$ cat src/rtl/assert_macros.svh
// Assertion helpers shared by the RTL files.
`ifndef ASSERT_MACROS_SVH
`define ASSERT_MACROS_SVH

`ifndef SYNTHESIS

// Check that a property holds at every clock edge out of reset.
`define ASSERT_PROP(label, clk, rst_n, prop, msg) \
    label: assert property (@(posedge clk) disable iff (!rst_n) (prop)) \
        else $error(msg);

// Check that a condition is never seen at a clock edge out of reset.
`define ASSERT_NEVER(label, clk, rst_n, cond, msg) \
    label: assert property (@(posedge clk) disable iff (!rst_n) !(cond)) \
        else $error(msg);

`else

`define ASSERT_PROP(label, clk, rst_n, prop, msg)
`define ASSERT_NEVER(label, clk, rst_n, cond, msg)

`endif

`endif

$ cat src/rtl/fic_pkg.sv
`default_nettype none

package fic_pkg;

    localparam int TIMESTAMP_BITS       = 16;
    localparam int INTERVAL_BITS        = 16;
    localparam int PERIOD_BITS          = 17;
    localparam int COUNTER_BITS_DEFAULT = 16;

    localparam logic [PERIOD_BITS-1:0] PERIOD_RESET = 17'h0FFFF;

    // Event codes
    localparam logic [2:0] MODE_CAPTURE = 3'd0;
    localparam logic [2:0] MODE_INDEX   = 3'd1;
    localparam logic [2:0] MODE_START   = 3'd2;
    localparam logic [2:0] MODE_SERVICE = 3'd3;
    localparam logic [2:0] MODE_STOP    = 3'd4;

    // Phase codes as reported on the result word
    localparam logic [2:0] PHASE_CODE_IDLE     = 3'd0;
    localparam logic [2:0] PHASE_CODE_WAIT     = 3'd1;
    localparam logic [2:0] PHASE_CODE_SAMPLING = 3'd2;
    localparam logic [2:0] PHASE_CODE_STOPPING = 3'd3;
    localparam logic [2:0] PHASE_CODE_ERROR    = 3'd4;

    typedef enum logic [4:0] {
        PH_IDLE     = 5'b00001,
        PH_WAIT     = 5'b00010,
        PH_SAMPLING = 5'b00100,
        PH_STOPPING = 5'b01000,
        PH_ERROR    = 5'b10000
    } phase_t;

    typedef struct packed {
        logic [2:0]                mode;
        logic [TIMESTAMP_BITS-1:0] timestamp;
        logic                      sink_full;
    } event_t;

    typedef struct packed {
        logic [INTERVAL_BITS-1:0] interval;
        logic                     interval_valid;
        logic                     sample_dropped;
        logic                     overflow_reported;
        logic [2:0]               phase_now;
    } result_t;

    function automatic logic [2:0] phase_code(input phase_t ph);
        logic [2:0] code;
        case (ph)
            PH_IDLE:     code = PHASE_CODE_IDLE;
            PH_WAIT:     code = PHASE_CODE_WAIT;
            PH_SAMPLING: code = PHASE_CODE_SAMPLING;
            PH_STOPPING: code = PHASE_CODE_STOPPING;
            PH_ERROR:    code = PHASE_CODE_ERROR;
            default:     code = PHASE_CODE_IDLE;
        endcase
        return code;
    endfunction

endpackage

`default_nettype wire

$ cat src/rtl/fic_if.sv
`default_nettype none

interface fic_event_if;
    import fic_pkg::*;

    logic   valid;
    logic   ready;
    event_t data;

    modport source (output valid, output data, input ready);
    modport sink   (input valid, input data, output ready);
endinterface

interface fic_result_if;
    import fic_pkg::*;

    logic    valid;
    logic    ready;
    result_t data;

    modport source (output valid, output data, input ready);
    modport sink   (input valid, input data, output ready);
endinterface

`default_nettype wire

$ cat src/rtl/flux_interval_capture_control_core.sv
// Flux interval capture control.
//
// evt carries one event word per handshake: mode (capture edge, index pulse,
// start, service tick, stop), the capture counter timestamp and the sink-full
// flag. Every accepted event returns exactly one word on res with the
// interval (wrapped modulo the counter period), taken/dropped flags, the
// overflow report and the phase after the event.
// cfg_we/cfg_wdata write the counter period; write it only while idle.
//
// Throughput: one event per cycle while res is not stalled. Each event passes
// through the input register, then the result register. The phase and
// last-capture registers update in the same cycle the event leaves the
// input register, so back-to-back events see each other's effects.
// Reset clears phase to idle, last capture to zero, period to 65535 and
// empties both registers. When res stalls the result word holds, the input
// register fills, and evt.ready drops until res is taken.

`default_nettype none

`include "assert_macros.svh"

module flux_interval_capture_control_core #(
    parameter int CounterBits = fic_pkg::COUNTER_BITS_DEFAULT
) (
    input  wire logic                               clk,
    input  wire logic                               rst_n,
    input  wire logic                               cfg_we,
    input  wire logic [fic_pkg::PERIOD_BITS-1:0]    cfg_wdata,
    fic_event_if.sink                               evt,
    fic_result_if.source                            res
);
    import fic_pkg::*;

    // Only the low interval bits of the period reach the 16-bit result.
    logic [INTERVAL_BITS-1:0] period_reg;

    logic    in_valid_reg;
    event_t  in_data_reg;
    logic    out_valid_reg;
    result_t out_data_reg;

    logic    advance;
    logic    step;
    result_t step_res;

    assign advance   = !out_valid_reg || res.ready;
    assign step      = in_valid_reg && advance;
    assign evt.ready = !in_valid_reg || advance;
    assign res.valid = out_valid_reg;
    assign res.data  = out_data_reg;

    always_ff @(posedge clk or negedge rst_n)
    begin
        if (!rst_n)
            period_reg <= PERIOD_RESET[INTERVAL_BITS-1:0];
        else if (cfg_we)
            period_reg <= cfg_wdata[INTERVAL_BITS-1:0];
    end

    always_ff @(posedge clk or negedge rst_n)
    begin
        if (!rst_n)
        begin
            in_valid_reg  <= 1'b0;
            out_valid_reg <= 1'b0;
        end
        else
        begin
            if (evt.ready)
                in_valid_reg <= evt.valid;
            if (advance)
                out_valid_reg <= in_valid_reg;
        end
    end

    always_ff @(posedge clk)
    begin
        if (evt.valid && evt.ready)
            in_data_reg <= evt.data;
        if (step)
            out_data_reg <= step_res;
    end

    fic_sequencer #(
        .CounterBits (CounterBits)
    ) u_seq (
        .clk    (clk),
        .rst_n  (rst_n),
        .period (period_reg),
        .step   (step),
        .ev     (in_data_reg),
        .res    (step_res)
    );

    `ASSERT_PROP(a_ready_only_on_stall, clk, rst_n, !evt.ready |-> (res.valid && !res.ready), "input stalled without output stall")
    `ASSERT_PROP(a_overflow_idle, clk, rst_n, (res.valid && res.data.overflow_reported) |-> (res.data.phase_now == PHASE_CODE_IDLE), "overflow word not idle")
    `ASSERT_PROP(a_drop_error, clk, rst_n, (res.valid && res.data.sample_dropped) |-> (res.data.phase_now == PHASE_CODE_ERROR), "dropped word not in error")
    `ASSERT_PROP(a_step_fills_out, clk, rst_n, step |=> out_valid_reg, "processed event lost")

endmodule

`default_nettype wire

$ cat src/rtl/fic_sequencer.sv
`default_nettype none

`include "assert_macros.svh"

module fic_sequencer #(
    parameter int CounterBits = fic_pkg::COUNTER_BITS_DEFAULT
) (
    input  wire logic                                 clk,
    input  wire logic                                 rst_n,
    input  wire logic [fic_pkg::INTERVAL_BITS-1:0]    period,
    input  wire logic                                 step,
    input  wire fic_pkg::event_t                      ev,
    output fic_pkg::result_t                          res
);
    import fic_pkg::*;

    // Only the low counter bits of a timestamp are kept.
    localparam int TsBits = (CounterBits < TIMESTAMP_BITS) ? CounterBits : TIMESTAMP_BITS;

    phase_t              phase_reg, phase_next;
    logic [TsBits-1:0]   last_capture_reg, last_capture_next;

    logic [TsBits-1:0]         ts_cut;
    logic [INTERVAL_BITS-1:0]  ts_word;
    logic [INTERVAL_BITS-1:0]  prev_word;
    logic [INTERVAL_BITS-1:0]  diff;
    logic [INTERVAL_BITS-1:0]  interval;
    logic                      capturing;

    assign ts_cut    = ev.timestamp[TsBits-1:0];
    assign ts_word   = INTERVAL_BITS'(ts_cut);
    assign prev_word = INTERVAL_BITS'(last_capture_reg);
    assign diff      = ts_word - prev_word;
    // Counter wrapped since the last capture: add the period back in.
    assign interval  = (ts_cut < last_capture_reg) ? (diff + period) : diff;
    assign capturing = (phase_reg == PH_SAMPLING) || (phase_reg == PH_STOPPING)
                       || (phase_reg == PH_ERROR);

    always_comb
    begin
        phase_next        = phase_reg;
        last_capture_next = last_capture_reg;
        res               = '0;
        case (ev.mode)
            MODE_CAPTURE:
            begin
                if (capturing)
                begin
                    res.interval      = interval;
                    last_capture_next = ts_cut;
                    if (ev.sink_full)
                    begin
                        res.sample_dropped = 1'b1;
                        phase_next         = PH_ERROR;
                    end
                    else
                    begin
                        res.interval_valid = 1'b1;
                    end
                end
            end
            MODE_INDEX:
            begin
                if (phase_reg == PH_SAMPLING)
                    phase_next = PH_STOPPING;
                else if (phase_reg == PH_WAIT)
                    phase_next = PH_SAMPLING;
            end
            MODE_START:
            begin
                if (phase_reg == PH_IDLE)
                begin
                    last_capture_next = ts_cut;
                    phase_next        = PH_WAIT;
                end
            end
            MODE_SERVICE:
            begin
                if (phase_reg == PH_ERROR)
                begin
                    res.overflow_reported = 1'b1;
                    phase_next            = PH_IDLE;
                end
                else if (phase_reg == PH_STOPPING)
                begin
                    phase_next = PH_IDLE;
                end
            end
            MODE_STOP:
            begin
                phase_next = PH_IDLE;
            end
            default:
            begin
                phase_next = phase_reg;
            end
        endcase
        res.phase_now = phase_code(phase_next);
    end

    always_ff @(posedge clk or negedge rst_n)
    begin
        if (!rst_n)
        begin
            phase_reg        <= PH_IDLE;
            last_capture_reg <= '0;
        end
        else if (step)
        begin
            phase_reg        <= phase_next;
            last_capture_reg <= last_capture_next;
        end
    end

    `ASSERT_PROP(a_phase_onehot, clk, rst_n, $onehot(phase_reg), "phase register not one-hot")
    `ASSERT_NEVER(a_valid_and_drop, clk, rst_n, res.interval_valid && res.sample_dropped, "interval both taken and dropped")
    `ASSERT_PROP(a_drop_to_error, clk, rst_n, (step && res.sample_dropped) |=> (phase_reg == PH_ERROR), "dropped capture did not enter error")
    `ASSERT_PROP(a_overflow_from_error, clk, rst_n, res.overflow_reported |-> (phase_reg == PH_ERROR), "overflow reported outside error")

endmodule

`default_nettype wire
$ cat src/flat_wrapper.sv
// flat-port wrapper written by rule: the top's interface ports become plain ports
module flux_interval_capture_control_core_flat import fic_pkg::*;
#(
    parameter int CounterBits = fic_pkg::COUNTER_BITS_DEFAULT
)
  (clk, rst_n, cfg_we, cfg_wdata, evt_valid, evt_data, evt_ready, res_valid, res_data, res_ready);
  fic_event_if evt_i ();
  fic_result_if res_i ();
  input  wire logic clk;
  input  wire logic rst_n;
  input  wire logic cfg_we;
  input  wire logic [fic_pkg::PERIOD_BITS-1:0] cfg_wdata;
  input wire logic [$bits(evt_i.valid)-1:0] evt_valid;
  input wire logic [$bits(evt_i.data)-1:0] evt_data;
  output wire logic [$bits(evt_i.ready)-1:0] evt_ready;
  output wire logic [$bits(res_i.valid)-1:0] res_valid;
  output wire logic [$bits(res_i.data)-1:0] res_data;
  input wire logic [$bits(res_i.ready)-1:0] res_ready;
  assign evt_i.valid = evt_valid;
  assign evt_i.data = evt_data;
  assign evt_ready = evt_i.ready;
  assign res_valid = res_i.valid;
  assign res_data = res_i.data;
  assign res_i.ready = res_ready;
  flux_interval_capture_control_core #(.CounterBits(CounterBits)) u_core (.clk(clk), .rst_n(rst_n), .cfg_we(cfg_we), .cfg_wdata(cfg_wdata), .evt(evt_i), .res(res_i));
endmodule
$ cat config.mk
export PLATFORM = sky130hd
export DESIGN_NAME = flux_interval_capture_control_core_flat
export DESIGN_NICKNAME = d
export VERILOG_FILES = /design/src/rtl/fic_pkg.sv /design/src/rtl/fic_if.sv /design/src/rtl/flux_interval_capture_control_core.sv /design/src/rtl/fic_sequencer.sv /design/src/flat_wrapper.sv
export VERILOG_INCLUDE_DIRS = /design/src /design/src/rtl
export SDC_FILE = /design/constraint.sdc
export NUM_CORES = 1
export LEC_CHECK = 0
export ABC_AREA = 1
export BUFFER_PORTS_ARGS = -buffer_cell sky130_fd_sc_hd__buf_2
export CORE_MARGIN = 2
export CORE_UTILIZATION = 50
export CTS_CLUSTER_DIAMETER = 50
export DETAILED_ROUTE_END_ITERATION = 6
export PLACE_DENSITY = 0.7
export SLEW_MARGIN = 10
export SYNTH_ARGS = -nofsm -noshare
export SYNTH_HDL_FRONTEND = slang
export SYNTH_HIERARCHICAL = 1
export SYNTH_SLANG_ARGS = --single-unit
$ cat constraint.sdc
create_clock -name clk -period 3.2 [get_ports clk]
set_input_delay 0 -clock clk [delete_from_list [all_inputs] [get_ports clk]]
set_output_delay 0 -clock clk [all_outputs]
set_load 0.1 [all_outputs]
==> run summary, run 1 <==
Run status
* finished clean — result of the run

Floorplanning
* 107 microns — width of the die
* 0.514 — effective utilization at floorplan
* 37 — standard-cell rows
* 11400 sq um — total die area
* 10300 sq um — floorplan core area
* 107 microns — Die Y-Extent
* 66 — Top Ports

Critical path
* sky130_fd_sc_hd__dfrtp_1 — CP max stage cell
* flop to flop — worst setup path category
* flop — nature of the critical path endpoint
* sky130_fd_sc_hd__nand2_1 — Worst path most repeated cell
* flop — type of element launching the critical path
* 3.20 ns — Worst EP arrival
* 3.33 ns — critical path data required time
* 0.40 ns — largest stage delay on the critical path
* 5 — highest net fanout along the worst path
* ha_1 -> fa_2 -> inv_2 -> nand3_2 -> nand2_1 -> nand2_1 -> nand2_2 -> xnor2_1 -> inv_1 -> ha_4 -> nand2_1 -> inv_1 -> nand2_1 -> nor3_1 -> nand2_1 -> nand3b_1 -> nand3_2 -> nor2_1 -> nor2_1 — chain of cells forming the critical path

Final layout
* 0.641 — utilization of the core after routing
* 929 — count of placed standard cells in the final layout, fillers left out
* 6590 sq um — Finished Cell Area
* 0 — Antenna Cells
* 22 — number of flip-flops under the largest register name
* 0.211 — layout cell share with drive strength beyond 1
* 864 — layout net count
* 24.6% — synthesis-to-layout area growth

STA
* 0 — hold violation total from the final report
* 0.0966 ns — smallest hold slack
* 0.960 — fin crit share
* 3.07 ns — Period minus WS final
* 0.00819 ns — final worst clock skew
* 0 — number of endpoints failing setup at the final stage
* 0.405 — headroom to the max-slew limit
* 0.892 ns — Slew @ Worst Pin
* true — unrepaired setup endpoints after global routing
* 326 MHz — FMAX
* 0 — max-slew violation count

CTS
* 81 — sink count of the clock tree
* 0.36 ns — clock insertion delay at the later pin of the skew report
* done — CTS tree
* 3 — Clock H-tree levels
* 9 — total CTS buffers
* 0.09 ns — Clock transition at path regs
* sky130_fd_sc_hd__clkbuf_8 — root buf cell
* 2 — maximum root-to-sink buffer count

Synth
* 0.481 — proportion of register bits with asynchronous set or reset after synthesis
* sky130_fd_sc_hd__nand2_1 — leading cell type by number of instances after synthesis
* sky130_fd_sc_hd__edfxtp_1 24%, sky130_fd_sc_hd__nand2_1 12%, sky130_fd_sc_hd__dfrtp_1 10%, sky130_fd_sc_hd__dfstp_2 8.5%, sky130_fd_sc_hd__inv_1 8.0% — dominant cells by area after synthesis
* 81 — number of register bits inferred by synthesis
* sky130_fd_sc_hd__edfxtp_1 — most common flop cell mapped by yosys
* 751 — synthesized net count
* 675 — number of standard cells after synthesis
* 0.239 — share of the synthesized area in the top cell type
* 5290 sq um — mapped cell area
* sky130_fd_sc_hd__edfxtp_1 — area leader, netlist
* 37 — library cells used by synthesis
* 0.427 — sequential area share after synthesis
* 174 x sky130_fd_sc_hd__nand2_1, 112 x sky130_fd_sc_hd__inv_1, 78 x sky130_fd_sc_hd__nor2_1 — ranking of synthesized cells by instance count
* 42 — number of synthesized flops with an enable pin
* 6 — warnings from Yosys
* 7.83 sq um — Post-Syn Area per Cell

Global route
* 40 — largest net degree at the start of global routing
* 4427 — number of global-route vias before repair
* 0 — initial antenna violation count
* 20.0 mm — global-route wire length before repair
* 0 — total congestion overflow after global routing
* 0.224 — Overall Global Routing Usage

Power and ir drop
* 387 uV — maximum resistive drop on vdd
* 3.26 nW — static leakage power
* 6.08 mW — sum of internal, switching and leakage power
* 923 nW/um^2 — power density over the cells

Job
* 0 — count of max-cap constraint violations

Drt
* 13.3 microns — drt wl/cell
* 5.01 — drt via density
* 0 — antenna-violating nets left
* 189 — DRC violation total after the first TritonRoute iteration
* 12.4 mm — routed wire length
* 0 — DRC violations left
* 4650 — number of vias in the routed layout
* 5 — number of iterations in the first detailed-routing pass

Placed design
* 64 — count of input and output buffers
* 9.02 mm — detailed placement HPWL
* 870 — Placed Cells
* 0.872 — Routability Congestion
* 5730 sq um — post-place instance area

Min path
* primary input to flop — worst min-delay path category

[stage by stage]
| step | setup slack, ns | setup TNS [ns] |
|---|---|---|
| after floorplan | 0.222 | 0 |
| after global placement | 0.118 | 0 |
| after detailed placement | 0.0143 | 0 |
| after CTS | 0.000555 | 0 |
| after global routing | -0.150 | -0.228 |
| final | 0.129 | 0 |
[power breakdown]
part           internal (mW)  switching [mW]
registers               1.29          0.0885
clock network          0.448           0.408
logic                   1.44            2.40
total                   3.18            2.90
[cells in the final DEF, fill, tap and decap left out, types with 22 or more instances in the layout]
master,count
sky130_fd_sc_hd__nand2_1,172
sky130_fd_sc_hd__buf_2,64
sky130_fd_sc_hd__inv_1,109
sky130_fd_sc_hd__o21ai_0,29
sky130_fd_sc_hd__dlygate4sd3_1,40
sky130_fd_sc_hd__a21oi_1,31
sky130_fd_sc_hd__nand3_1,42
sky130_fd_sc_hd__dfrtp_1,22
sky130_fd_sc_hd__nor2_1,77
sky130_fd_sc_hd__edfxtp_1,42
[final timing paths]
path                                                               from                                            end  slack, ns  depth (start not counted)
min reg2reg                            u_core/period_reg[3]$_DFFE_PN1P_               u_core/period_reg[3]$_DFFE_PN1P_       0.48                          2
max in group asynchronous                                         rst_n          u_core/u_seq/phase_reg[4]$_DFFE_PN0P_       2.34                          2
min in group asynchronous                                         rst_n  u_core/u_seq/last_capture_reg[14]$_DFFE_PN0P_       0.29                          2
min                                                              cfg_we              u_core/period_reg[15]$_DFFE_PN1P_        0.1                          3
max reg2reg                u_core/u_seq/last_capture_reg[0]$_DFFE_PN0P_                  u_core/res.data[21]$_DFFE_PP_       0.13                         19
max                        u_core/u_seq/last_capture_reg[0]$_DFFE_PN0P_                  u_core/res.data[21]$_DFFE_PP_       0.13                         19
[cells by family (layout without fill, tap and decap cells)]
group,after synthesis,after routing,synth area share
adders and majority gates,34,34,0.0833
DFF,81,81,0.427
buffers and inverters,124,242,0.0978
and+or+nand+nor,317,317,0.248
xor gates and xnor gates,15,15,0.0249
AOI/OAI and AO/OA,104,104,0.119
[cell type report]
type                            instances  area [sq um]
Inverter                              114           430
Clock buffer                            9           124
Clock inverter                          7           100
Sequential cell                        81          2260
Multi-Input combinational cell        470          2720
Tap cell                              136           170
Timing Repair Buffer                  112           781
Fill cell                             911          3690
[layer usage]
metal,up-vias,part of all wire,global-route usage
met5,-,0,0
met4,0,0.014,0.0649
met3,15,0.047,0.0413
met2,103,0.49,0.378
met1,2139,0.45,0.297
li1,2393,-,-
[critical path: cells and delay by family (launching register included)]
kind | cells | cell delay, ns
AND/OR/NAND/NOR | 12 | 1.15
adder cells (fa/ha/maj) | 3 | 0.90
flip-flops | 1 | 0.40
buffers and inverters | 3 | 0.27
XOR/XNOR | 1 | 0.12
[what timing repair did]
item | in CTS | in global routing
hold buffers | 40 | 0
setup endpoints to repair | 2 | 10
pin swaps | 0 | 8
gates resized for setup | 1 | 40
endpoints found under the hold margin | 60 | 0
setup buffers | 0 | 3
No activity file was read; power rests on OpenSTA's default activity.
==> run 2: changes to the inputs <==
--- a/config.mk
+++ b/config.mk
@@ -9,9 +9,11 @@
 export ABC_AREA = 1
 export BUFFER_PORTS_ARGS = -buffer_cell sky130_fd_sc_hd__buf_2
+export CELL_PAD_IN_SITES_DETAIL_PLACEMENT = 1
+export CELL_PAD_IN_SITES_GLOBAL_PLACEMENT = 1
 export CORE_MARGIN = 2
-export CORE_UTILIZATION = 50
+export CORE_UTILIZATION = 43
 export CTS_CLUSTER_DIAMETER = 50
 export DETAILED_ROUTE_END_ITERATION = 6
-export PLACE_DENSITY = 0.7
+export PLACE_DENSITY_LB_ADDON = 0.1
 export SLEW_MARGIN = 10
 export SYNTH_ARGS = -nofsm -noshare
==> constraint.sdc (replaced) <==
create_clock -name clk -period 3.2 [get_ports clk]
set_input_delay 0.32 -clock clk [delete_from_list [all_inputs] [get_ports clk]]
set_output_delay 0.32 -clock clk [all_outputs]
set_load 0.1 [all_outputs]
==> run summary, run 2 (synthesis results as in run 1) <==
STA
* 0.954 — fin crit share
* 0 — hold violation total from the final report
* 3.05 ns — Period minus WS final
* 0 — number of endpoints failing setup at the final stage
* 0.982 ns — Slew @ Worst Pin
* 328 MHz — FMAX
* 0.346 — headroom to the max-slew limit
* 0.00595 ns — final worst clock skew
* 0 — max-slew violation count

Placed design
* 0.867 — Routability Congestion
* 5830 sq um — post-place instance area
* 64 — count of input and output buffers
* 10.3 mm — detailed placement HPWL
* 892 — Placed Cells

Global route
* 0 — initial antenna violation count
* 0 — total congestion overflow after global routing
* 22.3 mm — global-route wire length before repair
* 40 — largest net degree at the start of global routing
* 0.215 — Overall Global Routing Usage
* 4769 — number of global-route vias before repair

Job
* 0 — count of max-cap constraint violations

Floorplanning
* 12000 sq um — floorplan core area
* 115 microns — Die Y-Extent
* 115 microns — width of the die
* 66 — Top Ports
* 13200 sq um — total die area
* 0.440 — effective utilization at floorplan
* 40 — standard-cell rows

Final layout
* 6390 sq um — Finished Cell Area
* 0.532 — utilization of the core after routing
* 912 — count of placed standard cells in the final layout, fillers left out
* 0 — Antenna Cells
* 21.0% — synthesis-to-layout area growth
* 0.241 — layout cell share with drive strength beyond 1
* sky130_fd_sc_hd__nand2_1 — most common library cell in the layout ignoring fill and taps
* 836 — layout net count
* 166 x sky130_fd_sc_hd__nand2_1, 108 x sky130_fd_sc_hd__inv_1, 77 x sky130_fd_sc_hd__nor2_1 — top library cells by usage in the layout, fill and taps aside
* 22 — number of flip-flops under the largest register name

Critical path
* 3.16 ns — Worst EP arrival
* flop to flop — worst setup path category
* 4 — highest net fanout along the worst path
* 3.30 ns — critical path data required time
* flop — nature of the critical path endpoint
* flop — type of element launching the critical path

Power and ir drop
* 0.207 — sequential power share
* 3.56 mW — cell internal pwr
* 0.466 — proportion of total power due to net switching
* 391 uV — maximum resistive drop on vdd
* 1040 nW/um^2 — power density over the cells
* 0.628 — relative contribution of combinational cells to total power
* 6.68 mW — sum of internal, switching and leakage power
* 0.165 — portion of total power attributed to the clock network
* 3.19 nW — static leakage power
* 3.12 mW — switching power summed over all nets

Drt
* 0 — DRC violations left
* 4662 — number of vias in the routed layout
* 0 — antenna-violating nets left
* 122 — DRC violation total after the first TritonRoute iteration
* 15.3 microns — drt wl/cell
* 14.0 mm — routed wire length
* 4 — number of iterations in the first detailed-routing pass
* 5.11 — drt via density

CTS
* 3 — Clock H-tree levels
* 0 — hold buffer count at CTS
* done — CTS tree
* 0.06 ns — Clock transition at path regs
* 81 — sink count of the clock tree
* 9 — total CTS buffers
* sky130_fd_sc_hd__clkbuf_16 — root buf cell
* 2 — maximum root-to-sink buffer count
* 0.34 ns — clock insertion delay at the later pin of the skew report

Run status
* finished clean — result of the run

Min path
* primary input to async pin — worst min-delay path category

[run 2: critical path, stage by stage, from the launching register on]
cell and delay [ns]:
sky130_fd_sc_hd__edfxtp_1 0.40, sky130_fd_sc_hd__ha_1 0.43, sky130_fd_sc_hd__nand2_1 0.12, sky130_fd_sc_hd__nor2_1 0.18
sky130_fd_sc_hd__nand3_1 0.15, sky130_fd_sc_hd__nand4_1 0.16, sky130_fd_sc_hd__nand2_1 0.10, sky130_fd_sc_hd__ha_1 0.34
sky130_fd_sc_hd__a21oi_1 0.22, sky130_fd_sc_hd__nand2_1 0.15, sky130_fd_sc_hd__a21oi_2 0.17, sky130_fd_sc_hd__nand2_1 0.07
sky130_fd_sc_hd__nand2_1 0.07, sky130_fd_sc_hd__nand3_2 0.10, sky130_fd_sc_hd__nor2_1 0.11, sky130_fd_sc_hd__nor2_1 0.05
[run 2: worst paths after layout]
path | start | cells past startpoint | slack (ns) | endpoint
min | rst_n | 1 | 0.14 | u_core/u_seq/phase_reg[2]$_DFFE_PN0P_
max | u_core/in_data_reg[9]$_DFFE_PP_ | 15 | 0.15 | u_core/res.data[21]$_DFFE_PP_
min in group clk | evt_data[13] | 1 | 0.15 | u_core/in_data_reg[13]$_DFFE_PP_
max reg2reg | u_core/in_data_reg[9]$_DFFE_PP_ | 15 | 0.15 | u_core/res.data[21]$_DFFE_PP_
max in group asynchronous | rst_n | 1 | 2.45 | u_core/u_seq/last_capture_reg[2]$_DFFE_PN0P_
min reg2reg | u_core/period_reg[7]$_DFFE_PN1P_ | 2 | 0.48 | u_core/period_reg[7]$_DFFE_PN1P_
[run 2: metal layers]
layer  wire length (microns)  track usage
met4                     262       0.0755
met2                    6880        0.367
met3                     394       0.0343
met5                       0            0
met1                    6450        0.278
[run 2: per-stage QoR]
stage / worst slack (ns) / hold WS [ns] / setup TNS (ns)
after floorplan: 0.222 / 0.0244 / 0
after global placement: 0.107 / 0.463 / 0
after detailed placement: -0.0337 / 0.469 / -0.0337
after CTS: 0.00907 / 0.135 / 0
after global routing: -0.0613 / 0.139 / -0.196
final: 0.148 / 0.141 / 0
[run 2: cell type report]
type	instances	area [sq um]
multi-input combinational	470	2740
fill	1504	5620
sequential	81	2260
inverter	114	430
timing repair buffer	84	470
clock buffer	9	225
clock inverter	7	85.1
tap	147	184
[run 2: what timing repair did]
action | CTS | global route
endpoints found under the setup margin | 1 | 10
pin swaps | 0 | 6
gates cloned | 0 | 0
resized for setup | 5 | 41
setup buffers | 0 | 4
[run 2: power by group through the flow]
stage / Clock [mW] / Sequential (mW) / Combinational [mW]
detailed placement: 0 / 1.40 / 3.68
finish: 1.10 / 1.39 / 4.19
CTS: 1.13 / 1.38 / 3.76
global route: 1.16 / 1.41 / 4.70
global placement: 0 / 1.39 / 3.55
floorplan: 0 / 1.55 / 2.48
==> run 3: changes to the inputs <==
Settings changed: PLACE_DENSITY set to 0.85, PLACE_DENSITY_LB_ADDON 0.1 to unset.
==> run summary, run 3 (synthesis results as in run 1) <==
Job
* 0 — count of max-cap constraint violations

Floorplanning
* 66 — Top Ports
* 13200 sq um — total die area
* 0.440 — effective utilization at floorplan
* 12000 sq um — floorplan core area
* 115 microns — Die Y-Extent
* 40 — standard-cell rows
* 115 microns — width of the die

CTS
* sky130_fd_sc_hd__clkbuf_16 — root buf cell
* 3 — Clock H-tree levels
* 9 — total CTS buffers
* 0.06 ns — Clock transition at path regs
* 2 — maximum root-to-sink buffer count
* 0.35 ns — clock insertion delay at the later pin of the skew report
* done — CTS tree
* 81 — sink count of the clock tree
* 0 — hold buffer count at CTS

Power and ir drop
* 0.207 — sequential power share
* 6.70 mW — sum of internal, switching and leakage power
* 3.50 mW — cell internal pwr
* 0.633 — relative contribution of combinational cells to total power
* 0.159 — portion of total power attributed to the clock network
* 1040 nW/um^2 — power density over the cells
* 526 uV — maximum resistive drop on vdd
* 0.478 — proportion of total power due to net switching
* 3.16 nW — static leakage power
* 3.21 mW — switching power summed over all nets

Drt
* 15.6 microns — drt wl/cell
* 0 — DRC violations left
* 206 — DRC violation total after the first TritonRoute iteration
* 4 — number of iterations in the first detailed-routing pass
* 5.17 — drt via density
* 14.2 mm — routed wire length
* 4690 — number of vias in the routed layout
* 0 — antenna-violating nets left

Placed design
* 884 — Placed Cells
* 10.2 mm — detailed placement HPWL
* 64 — count of input and output buffers
* 0.869 — Routability Congestion

Critical path
* flop — nature of the critical path endpoint
* 17 — depth of the worst register-to-register path
* 0.08 ns — worst setup slack for register-to-register paths
* 5 — highest net fanout along the worst path
* flop — type of element launching the critical path
* u_core/in_data_reg[3]$_DFFE_PP_ — startpoint of the worst register-to-register path
* u_core/res.data[21]$_DFFE_PP_ — Reg2Reg Capture Point
* 3.23 ns — Worst EP arrival
* flop to flop — worst setup path category
* 3.31 ns — critical path data required time

STA
* 0.00750 ns — final worst clock skew
* 0.968 ns — Slew @ Worst Pin
* 0.975 — fin crit share
* true — unrepaired setup endpoints after global routing
* 0 — number of endpoints failing setup at the final stage
* 0 — hold violation total from the final report
* 0 — max-slew violation count
* 3.12 ns — Period minus WS final
* 0.354 — headroom to the max-slew limit
* 320 MHz — FMAX
* 0 ns — final-layout setup total negative slack

Final layout
* 0.250 — layout cell share with drive strength beyond 1
* 2820 sq um — multi-input combinational cell area
* 831 — layout net count
* 163 x sky130_fd_sc_hd__nand2_1, 106 x sky130_fd_sc_hd__inv_1, 74 x sky130_fd_sc_hd__nor2_1 — top library cells by usage in the layout, fill and taps aside
* 1484 — count of filler cells inserted in the layout
* 21.7% — synthesis-to-layout area growth
* 907 — count of placed standard cells in the final layout, fillers left out
* 22 — number of flip-flops under the largest register name
* 0 — Antenna Cells
* 2260 sq um — Seq. cell area
* sky130_fd_sc_hd__nand2_1 — most common library cell in the layout ignoring fill and taps

Global route
* 22.5 mm — global-route wire length before repair
* 0.218 — Overall Global Routing Usage
* 40 — largest net degree at the start of global routing
* 0 — total congestion overflow after global routing
* 0 — initial antenna violation count
* 4826 — number of global-route vias before repair

Min path
* primary input to async pin — worst min-delay path category

Run status
* finished clean — result of the run

[run 3: cell types whose count changed in the layout (fill, tap and decap cells not counted), moves of 3 or more]
cell | previous run | this run
sky130_fd_sc_hd__nand2_1 | 166 | 163
sky130_fd_sc_hd__buf_4 | 20 | 15
sky130_fd_sc_hd__a21oi_2 | 21 | 18
sky130_fd_sc_hd__nand2_2 | 10 | 13
sky130_fd_sc_hd__clkinv_1 | 3 | 0
sky130_fd_sc_hd__ha_1 | 22 | 16
sky130_fd_sc_hd__nor2_1 | 77 | 74
sky130_fd_sc_hd__nor2_2 | 3 | 6
sky130_fd_sc_hd__ha_4 | 10 | 14
[run 3: power by group through the flow]
stage | logic, mW | registers, mW | clock network (mW)
global route | 4.69 | 1.41 | 1.14
CTS | 3.71 | 1.38 | 1.10
global placement | 3.35 | 1.39 | 0
floorplan | 2.48 | 1.55 | 0
finish | 4.25 | 1.39 | 1.07
detailed placement | 3.51 | 1.40 | 0
[run 3: area by class of cell]
class,count,share of cell area
Clock buffer,11,0.0377
Tap cell,147,0.0286
Clock inverter,5,0.00992
Multi-Input combinational cell,470,0.438
Inverter,114,0.0669
Timing Repair Buffer,79,0.0673
Sequential cell,81,0.351
[run 3: per-layer routing]
layer  up-vias  track usage  part of all wire
met5         -            0                 0
met3        18       0.0548             0.034
li1       2321            -                 -
met4         0       0.0643             0.016
met1      2277        0.264              0.43
met2        74        0.384              0.52
[run 3: critical path: stages (launching register included)]
cell                       delay, ns
sky130_fd_sc_hd__edfxtp_1       0.44
sky130_fd_sc_hd__ha_4           0.29
sky130_fd_sc_hd__a21oi_1        0.24
sky130_fd_sc_hd__nand2_1        0.15
sky130_fd_sc_hd__nand2_1        0.11
sky130_fd_sc_hd__nand2_2        0.08
sky130_fd_sc_hd__xor2_2         0.24
sky130_fd_sc_hd__inv_1          0.10
sky130_fd_sc_hd__ha_4           0.30
sky130_fd_sc_hd__nand2_1        0.08
sky130_fd_sc_hd__inv_2          0.07
sky130_fd_sc_hd__nand2_2        0.08
sky130_fd_sc_hd__nor3_4         0.21
sky130_fd_sc_hd__nand2_2        0.08
sky130_fd_sc_hd__nand3b_1       0.11
sky130_fd_sc_hd__nand3_2        0.13
sky130_fd_sc_hd__nor2_2         0.12
sky130_fd_sc_hd__nor2_1         0.05
[run 3: worst max-delay path by stage]
| stage | startpoint | end | slack, ns |
|---|---|---|---|
| 2_1_floorplan | u_core/res.valid$_DFFE_PN0P_ | u_core/u_seq/last_capture_reg[3]$_DFFE_PN0P_ | 0.22 |
| 3_3_place_gp | u_core/in_data_reg[1]$_DFFE_PP_ | u_core/res.data[21]$_DFFE_PP_ | 0.08 |
| 3_5_place_dp | u_core/in_data_reg[4]$_DFFE_PP_ | u_core/res.data[14]$_DFFE_PP_ | -0.06 |
| 4_1_cts | u_core/in_data_reg[4]$_DFFE_PP_ | u_core/res.data[21]$_DFFE_PP_ | 0.01 |
| 5_1_grt | u_core/in_data_reg[3]$_DFFE_PP_ | u_core/res.data[21]$_DFFE_PP_ | -0.1 |
| 6_report | u_core/in_data_reg[3]$_DFFE_PP_ | u_core/res.data[21]$_DFFE_PP_ | 0.08 |
[run 3: what timing repair did]
| item | CTS | global route |
|---|---|---|
| cloned | 0 | 0 |
| buffers inserted | 1 | 6 |
| endpoints found under the setup margin | 4 | 10 |
| hold endpoints to repair | 0 | 0 |
| gates resized for setup | 13 | 44 |
| pin swaps | 3 | 8 |
[run 3: stage by stage]
step	instance area, sq um	worst slack, ns	hold WS (ns)	utilization
floorplan	5290	0.222	0.0244	-
global placement	5770	0.0812	0.463	0.480
detailed placement	5770	-0.0616	0.473	0.480
CTS	6170	0.0140	0.125	0.513
global route	6430	-0.0957	0.121	0.535
finish	6430	0.0794	0.126	0.535
